[config.mk]
export PLATFORM = sky130hd
export DESIGN_NAME = riscv_next_pc_resolver
export DESIGN_NICKNAME = d
export VERILOG_FILES = /design/src/npc_pkg.sv /design/src/npc_decode.sv /design/src/npc_exec.sv /design/src/riscv_next_pc_resolver.sv
export VERILOG_INCLUDE_DIRS = /design/src /design/src/src
export SDC_FILE = /design/constraint.sdc
export NUM_CORES = 1
export LEC_CHECK = 0
export ABC_AREA = 1
export ABC_CLOCK_PERIOD_IN_PS = 4110
export BUFFER_PORTS_ARGS = -buffer_cell sky130_fd_sc_hd__buf_4
export CAP_MARGIN = 5
export CORE_MARGIN = 2
export CORE_UTILIZATION = 45
export DETAILED_ROUTE_END_ITERATION = 8
export PLACE_DENSITY = 0.76
export SLEW_MARGIN = 20
export SYNTH_ARGS = -nofsm -noshare
export SYNTH_HDL_FRONTEND = slang
export SYNTH_SLANG_ARGS = --single-unit
[constraint.sdc]
create_clock -name clk -period 4.11 [get_ports clk]
set_input_delay 1.0275 -clock clk [delete_from_list [all_inputs] [get_ports clk]]
set_output_delay 1.0275 -clock clk [all_outputs]
set_load 0.005 [all_outputs]
[src/assert_macros.svh]
// Assertion macros used by the top-level RTL file.
`ifndef ASSERT_MACROS_SVH
`define ASSERT_MACROS_SVH
`ifndef SYNTH
// Clocked property that is ignored while reset is high.
`define ASSERT_CLK_RST(label, clk, rst, prop, msg) \
  label: assert property (@(posedge clk) disable iff (rst) prop) else $error(msg);
// Clocked property that also holds during reset.
`define ASSERT_CLK(label, clk, prop, msg) \
  label: assert property (@(posedge clk) prop) else $error(msg);
`else
`define ASSERT_CLK_RST(label, clk, rst, prop, msg)
`define ASSERT_CLK(label, clk, prop, msg)
`endif
`endif

[src/npc_pkg.sv]
// Shared types and decode constants for the next-PC resolver.
package npc_pkg;

  localparam logic [15:0] C_J_MASK    = 16'hE003;
  localparam logic [15:0] C_J_MATCH   = 16'hA001;
  localparam logic [15:0] C_JR_MASK   = 16'hE07F;
  localparam logic [15:0] C_JR_MATCH  = 16'h8002;
  localparam logic [15:0] C_BR_MASK   = 16'hC003;
  localparam logic [15:0] C_BR_MATCH  = 16'hC001;
  localparam logic [6:0]  OPC_MASK    = 7'h7F;
  localparam logic [6:0]  OPC_JAL     = 7'h6F;
  localparam logic [6:0]  OPC_BRANCH  = 7'h63;
  localparam logic [6:0]  OPC_OP      = 7'h33;
  localparam logic [31:0] JALR_MASK   = 32'h0000_707F;
  localparam logic [31:0] JALR_MATCH  = 32'h0000_0067;
  localparam logic [1:0]  LEN32_CODE  = 2'b11;

  localparam logic [2:0]  F3_BEQ      = 3'd0;
  localparam logic [2:0]  F3_BNE      = 3'd1;
  localparam logic [2:0]  F3_BLT      = 3'd4;
  localparam logic [2:0]  F3_BGE      = 3'd5;
  localparam logic [2:0]  F3_BLTU     = 3'd6;
  localparam logic [2:0]  F3_BGEU     = 3'd7;

  typedef enum logic [2:0] {
    KIND_SEQ,
    KIND_PC_REL,
    KIND_REG,
    KIND_JALR,
    KIND_BRANCH
  } npc_kind_t;

  typedef enum logic [2:0] {
    CMP_EQ,
    CMP_NE,
    CMP_LT,
    CMP_GE,
    CMP_LTU,
    CMP_GEU
  } npc_cmp_t;

  typedef struct packed {
    npc_kind_t   kind;
    npc_cmp_t    cmp;
    logic        is_comp;
    logic [63:0] imm;
    logic [63:0] pc;
    logic [63:0] op_a;
    logic [63:0] op_b;
  } npc_dec_t;

  typedef struct packed {
    logic        redirect;
    logic        clear_lsb;
    logic [63:0] target;
    logic [63:0] seq;
  } npc_exe_t;

endpackage

[src/npc_decode.sv]
// Stage 1: instruction decode, immediate extraction and operand selection.
module npc_decode (
  input  logic                 clk,
  input  logic                 rst,
  input  logic                 in_valid,
  input  logic [31:0]          instruction,
  input  logic [63:0]          current_pc,
  input  logic [63:0]          rs1_value,
  input  logic [63:0]          rs2_value,
  output logic                 dec_valid,
  output npc_pkg::npc_dec_t    dec
);

  npc_pkg::npc_dec_t dec_next;
  logic [15:0]       half;

  assign half = instruction[15:0];

  always_comb begin
    dec_next         = '0;
    dec_next.kind    = npc_pkg::KIND_SEQ;
    dec_next.cmp     = npc_pkg::CMP_EQ;
    dec_next.pc      = current_pc;
    dec_next.is_comp = (instruction[1:0] != npc_pkg::LEN32_CODE);
    if (dec_next.is_comp) begin
      // compressed branches test the register against zero
      dec_next.op_a = rs1_value;
      dec_next.op_b = '0;
      if ((half & npc_pkg::C_J_MASK) == npc_pkg::C_J_MATCH) begin
        dec_next.kind = npc_pkg::KIND_PC_REL;
        dec_next.imm  = {{52{half[12]}}, half[12], half[8], half[10:9], half[6],
                         half[7], half[2], half[11], half[5:3], 1'b0};
      end else if ((half & npc_pkg::C_JR_MASK) == npc_pkg::C_JR_MATCH) begin
        // rs1 of x0 is C.EBREAK or reserved: fall through
        if (half[11:7] != 5'd0) begin
          dec_next.kind = npc_pkg::KIND_REG;
        end
      end else if ((half & npc_pkg::C_BR_MASK) == npc_pkg::C_BR_MATCH) begin
        dec_next.kind = npc_pkg::KIND_BRANCH;
        dec_next.cmp  = half[13] ? npc_pkg::CMP_NE : npc_pkg::CMP_EQ;
        dec_next.imm  = {{55{half[12]}}, half[12], half[6:5], half[2], half[11:10],
                         half[4:3], 1'b0};
      end
    end else begin
      // x0 reads as zero
      dec_next.op_a = (instruction[19:15] == 5'd0) ? 64'd0 : rs1_value;
      dec_next.op_b = (instruction[24:20] == 5'd0) ? 64'd0 : rs2_value;
      if ((instruction[6:0] & npc_pkg::OPC_MASK) == npc_pkg::OPC_JAL) begin
        dec_next.kind = npc_pkg::KIND_PC_REL;
        dec_next.imm  = {{43{instruction[31]}}, instruction[31], instruction[19:12],
                         instruction[20], instruction[30:21], 1'b0};
      end else if ((instruction & npc_pkg::JALR_MASK) == npc_pkg::JALR_MATCH) begin
        dec_next.kind = npc_pkg::KIND_JALR;
        dec_next.imm  = {{52{instruction[31]}}, instruction[31:20]};
      end else if ((instruction[6:0] & npc_pkg::OPC_MASK) == npc_pkg::OPC_BRANCH) begin
        dec_next.imm  = {{51{instruction[31]}}, instruction[31], instruction[7],
                         instruction[30:25], instruction[11:8], 1'b0};
        dec_next.kind = npc_pkg::KIND_BRANCH;
        case (instruction[14:12])
          npc_pkg::F3_BEQ:  dec_next.cmp = npc_pkg::CMP_EQ;
          npc_pkg::F3_BNE:  dec_next.cmp = npc_pkg::CMP_NE;
          npc_pkg::F3_BLT:  dec_next.cmp = npc_pkg::CMP_LT;
          npc_pkg::F3_BGE:  dec_next.cmp = npc_pkg::CMP_GE;
          npc_pkg::F3_BLTU: dec_next.cmp = npc_pkg::CMP_LTU;
          npc_pkg::F3_BGEU: dec_next.cmp = npc_pkg::CMP_GEU;
          default:          dec_next.kind = npc_pkg::KIND_SEQ;
        endcase
      end
    end
  end

  always_ff @(posedge clk) begin
    if (rst) begin
      dec_valid <= 1'b0;
    end else begin
      dec_valid <= in_valid;
    end
  end

  always_ff @(posedge clk) begin
    dec <= dec_next;
  end

endmodule

[src/npc_exec.sv]
// Stage 2: branch compare, target add and fall-through add.
module npc_exec (
  input  logic                 clk,
  input  logic                 rst,
  input  logic                 dec_valid,
  input  npc_pkg::npc_dec_t    dec,
  output logic                 exe_valid,
  output npc_pkg::npc_exe_t    exe
);

  npc_pkg::npc_exe_t exe_next;
  logic              taken;
  logic [63:0]       base;

  always_comb begin
    case (dec.cmp)
      npc_pkg::CMP_EQ:  taken = (dec.op_a == dec.op_b);
      npc_pkg::CMP_NE:  taken = (dec.op_a != dec.op_b);
      npc_pkg::CMP_LT:  taken = ($signed(dec.op_a) < $signed(dec.op_b));
      npc_pkg::CMP_GE:  taken = ($signed(dec.op_a) >= $signed(dec.op_b));
      npc_pkg::CMP_LTU: taken = (dec.op_a < dec.op_b);
      npc_pkg::CMP_GEU: taken = (dec.op_a >= dec.op_b);
      default:          taken = 1'b0;
    endcase
  end

  always_comb begin
    base = ((dec.kind == npc_pkg::KIND_JALR) || (dec.kind == npc_pkg::KIND_REG))
           ? dec.op_a : dec.pc;
    exe_next.target    = base + dec.imm;
    exe_next.seq       = dec.pc + (dec.is_comp ? 64'd2 : 64'd4);
    exe_next.clear_lsb = (dec.kind == npc_pkg::KIND_JALR);
    case (dec.kind)
      npc_pkg::KIND_SEQ:    exe_next.redirect = 1'b0;
      npc_pkg::KIND_BRANCH: exe_next.redirect = taken;
      default:              exe_next.redirect = 1'b1;
    endcase
  end

  always_ff @(posedge clk) begin
    if (rst) begin
      exe_valid <= 1'b0;
    end else begin
      exe_valid <= dec_valid;
    end
  end

  always_ff @(posedge clk) begin
    exe <= exe_next;
  end

endmodule

[src/riscv_next_pc_resolver.sv]
// Top level of the next-PC resolver: three-stage pipeline and result register.
// Path: an accepted word passes through three register stages (decode,
//   compare/add, select) and then appears on next_pc with done high.
// Throughput: one word per cycle; busy is never raised since no stage can stall.
// Reset: synchronous rst clears the stage valid bits, so done stays low until
//   a word started after reset reaches the output; data registers are not reset.
// The receiver cannot stall: each next_pc is shown for exactly one cycle.
`include "assert_macros.svh"

module riscv_next_pc_resolver (
  input  logic        clk,
  input  logic        rst,
  input  logic        start,
  output logic        busy,
  input  logic [31:0] instruction,
  input  logic [63:0] current_pc,
  input  logic [63:0] rs1_value,
  input  logic [63:0] rs2_value,
  output logic        done,
  output logic [63:0] next_pc
);

  logic              in_valid;
  logic              dec_valid;
  npc_pkg::npc_dec_t dec;
  logic              exe_valid;
  npc_pkg::npc_exe_t exe;
  logic [63:0]       next_pc_next;

  // Every stage advances every cycle, so a new word is always welcome.
  assign busy     = 1'b0;
  assign in_valid = start && !busy;

  // Stage 1: decode the word, pick operands, build the immediate.
  npc_decode u_decode (
    .clk         (clk),
    .rst         (rst),
    .in_valid    (in_valid),
    .instruction (instruction),
    .current_pc  (current_pc),
    .rs1_value   (rs1_value),
    .rs2_value   (rs2_value),
    .dec_valid   (dec_valid),
    .dec         (dec)
  );

  // Stage 2: resolve the branch and form both candidate addresses.
  npc_exec u_exec (
    .clk       (clk),
    .rst       (rst),
    .dec_valid (dec_valid),
    .dec       (dec),
    .exe_valid (exe_valid),
    .exe       (exe)
  );

  // Stage 3: choose target or fall-through; drop bit 0 for JALR.
  always_comb begin
    if (exe.redirect) begin
      next_pc_next = exe.target & ~{63'd0, exe.clear_lsb};
    end else begin
      next_pc_next = exe.seq;
    end
  end

  always_ff @(posedge clk) begin
    if (rst) begin
      done <= 1'b0;
    end else begin
      done <= exe_valid;
    end
  end

  always_ff @(posedge clk) begin
    next_pc <= next_pc_next;
  end

  `ASSERT_CLK_RST(a_done_follows_start, clk, rst, in_valid |-> ##3 done, "accepted word did not complete in three cycles")
  `ASSERT_CLK_RST(a_done_has_source, clk, rst, done |-> $past(in_valid, 3), "done raised with no word accepted three cycles earlier")
  `ASSERT_CLK_RST(a_jalr_lsb_clear, clk, rst, (in_valid && (instruction[1:0] == npc_pkg::LEN32_CODE) && ((instruction & npc_pkg::JALR_MASK) == npc_pkg::JALR_MATCH)) |-> ##3 !next_pc[0], "JALR target kept bit 0")
  `ASSERT_CLK_RST(a_alu_op_sequential, clk, rst, (in_valid && (instruction[6:0] == npc_pkg::OPC_OP)) |-> ##3 (next_pc == $past(current_pc, 3) + 64'd4), "register ALU op did not fall through to pc+4")
  `ASSERT_CLK(a_no_done_after_reset, clk, $past(rst) |-> !done, "done raised right after reset")

endmodule
==> summary.txt <==
Worst setup path
  – CP endpoint kind: flop
  – CP Class: reg2reg
  – Worst Path Arrival: about 4300 ps
  – Worst setup SP type: flop
  – Worst R2R Path Depth: 12
  – Data required time of the worst path: 4570 ps
  – Critical Path Fanout Max: 41

Yosys
  – EDFF count, synth: 0
  – Top-area cell type share of the netlist area: approximately 44%
  – Dominant cells by area after synthesis: dfxtp_1 (44%), ha_1 (8.6%), inv_1 (7.8%)
  – Syn_area_per_cell: between 8 and 9 µm²
  – Top_reg_cell synth: dfxtp_1
  – Leading area contributor after synthesis: dfxtp_1
  – Mapped Nets: ~2600
  – Synth cell types: 52
  – Sequential share of the synthesized area: 44.4%
  – YS warnings: 0
  – Post-Syn Instances: ~2300
  – Cell Area, Synth: around 19000 µm²
  – Yosys reg bits: about 420
  – Asr flop ratio synth: 0%

Timing
  – Final min period: around 3800 ps
  – Post-route clock skew: between 15 and 20 ps
  – Crit share post-route: 92.2%
  – Max-slew headroom: 36.6%
  – Max Clk Rate: around 0.26 GHz
  – RSZ-0062 raised after global routing: false
  – Setup TNS: 0 ps
  – Final hold vios: 0
  – Final Max Tran Viols: 0
  – Final setup fails: 0
  – Worst-Margin Slew: ~940 ps

Detailed routing
  – Drt drc: 0
  – 1st-pass router iterations: 7
  – Number of routed nets with antenna violations: 0
  – DR vias/cell: a little over 5
  – DR WL/cell: 19.5 µm
  – Total number of vias: around 16000
  – Iter 0 DRT Violations: between 1000 and 1500
  – Post-Route WL: slightly above 60 mm

CTS
  – Clock Path Buffers: 3
  – CTS tree: done
  – Cts hold-fix bufs: 0
  – Clock transition at path regs: roughly 60 ps
  – Skew-Pair Late Insertion Delay: ~580 ps
  – CTS Root Buffer Type: clkbuf_16
  – H-tree levels: 2
  – Num CTS Buffers: 43
  – Post-CTS setup buffer count: 0
  – Clock tree sinks: about 420
  – Gates resized, CTS repair: 0

Global routing
  – Pin count of the biggest net entering global routing: 65
  – Initial antenna violation count: 6
  – Vias in the first global route: around 16000
  – All-layer global routing usage: between 20% and 30%
  – Wire length of the first global-routing pass: about 90 mm
  – Global route total overflow: 0

Finish
  – Synthesis-to-layout area growth: 22.9%
  – Nets@finish: 2962
  – Fillers: about 3800
  – Layout cells sized above 1: between 10% and 20%
  – Diode count: 0

Min path
  – Worst hold path class: reg2reg
  – Hold depth: 0

Power and ir drop
  – Leak: between 10 and 15 nW
  – Power per standard cell area: 411 nW/µm²
  – Total chip power: ~9.5 mW
  – VDD IR max: 0.000370 V

Floorplan
  – Ports: a little under 300
  – Die Ht: 208 µm
  – FP Rows: 74
  – Die ar.: roughly 43000 µm²
  – CORE AREA: roughly 41000 µm²
  – Initial Utilization: 45.8%
  – Die Wd: roughly 210 µm

Outcome
  – Status: finished, final reports clean

Flow run
  – Max_cap viols: 0

Placement
  – Post-DP HPWL: between 50 and 60 mm
  – Port bufs: between 200 and 300
  – RePlAce Congestion: 0.953
[synth_stat cells (2+ instances only)]
cell type / count
a21boi_0: 9
a21o_1: 11
a21oi_1: 159
a221oi_1: 2
a31oi_1: 18
and3_1: 3
buf_1: 4
clkbuf_1: 26
dfxtp_1: 417
fa_1: 2
ha_1: 129
inv_1: 390
mux2_2: 84
nand2_1: 291
nand2_2: 3
nand3_1: 59
nand3b_1: 2
nand4_1: 21
nand4_2: 2
nand4_4: 3
nor2_1: 332
nor2_2: 2
nor2_4: 3
nor3_1: 50
nor3_4: 3
nor4_1: 11
nor4_2: 2
o2111ai_1: 2
o211ai_1: 11
o21a_1: 7
o21ai_0: 81
o21ai_1: 4
o21bai_1: 6
o22ai_1: 2
xnor2_1: 22
xor2_1: 99
[metal layers]
metal | GRT usage, % | wire length [µm] | vias to the layer above
met5 | 0 | 10 | -
met4 | 7.49 | 1530 | 2
met3 | 4.69 | 4500 | 106
met2 | 39.9 | 25000 | 597
met1 | 43.6 | 30900 | 7524
li1 | - | - | 7955
[logic make-up (layout without fill, tap and decap cells)]
kind of cell / after synthesis / count (layout) / share of synthesized area [%]
other: 1 / 1 / 0.0199
buffers and inverters: 421 / 771 / 8.42
adders and majority gates: 131 / 131 / 8.80
DFF: 417 / 417 / 44.4
AOI/OAI and AO/OA: 317 / 317 / 9.33
xor gates and xnor gates: 121 / 121 / 5.64
and+or+nand+nor: 795 / 795 / 18.3
muxes: 85 / 85 / 5.08
[critical path, stage by stage, from the launching register on]
cell and delay [ps]:
dfxtp_1 330, inv_1 80, nand2_4 400, mux2_2 410, ha_1 350, nand3_1 90
nand2_1 160, a21oi_1 140, o21bai_1 520, a21boi_0 280, o21ai_0 490, a31oi_1 200
xor2_1 190
[per-stage QoR]
step	std cells	utilization [%]	area [µm²]	hold slack (ps)	setup WS, ps
finish	3170	56.3	23100	384	321
global route	3170	56.3	23100	392	115
CTS	3170	56.3	23100	386	388
detailed placement	3091	52.8	21700	378	405
global placement	3091	52.8	21700	377	362
floorplan	2288	-	18800	331	846
[flip-flops by register name, indices dropped and copies added (netlist names)]
name,cells
next_pc,64
done,1
u_decode.dec,220
u_exec.exe,130
u_exec.exe_valid,1
u_decode.dec_valid,1
[area by class of cell]
cell class	instances	area [µm²]	area share [%]
Inverter	390	1460	6.33
Tap cell	532	666	2.88
Timing Repair Buffer	302	2280	9.86
Sequential cell	417	8350	36.1
Clock buffer	54	1200	5.19
Clock inverter	25	253	1.09
Multi-Input combinational cell	1450	8900	38.5
[path summary, 6_finish.rpt]
check / end / start / slack, ps
hold / removal: u_exec.exe[0] / u_decode.dec[128] / 380
setup / recovery: u_exec.exe[98] / u_decode.dec[262] / 320
setup reg to reg: u_exec.exe[98] / u_decode.dec[262] / 320
hold reg to reg: u_exec.exe[0] / u_decode.dec[128] / 380
[power breakdown]
part           internal, mW  switching [mW]
sequential             4.31           0.146
clock                  2.29            1.69
combinational         0.479           0.595
[cells in the final DEF, fill, tap and decap left out, drive strengths merged, types with 53 or more instances in the layout]
| cell type | count |
|---|---|
| nor3 | 53 |
| dfxtp | 417 |
| nor2 | 338 |
| ha | 129 |
| buf | 302 |
| xor2 | 99 |
| nand2 | 294 |
| mux2 | 84 |
| o21ai | 86 |
| inv | 396 |
| a21oi | 160 |
| nand3 | 61 |
| clkbuf | 54 |
(Power assumes the default switching activity.)
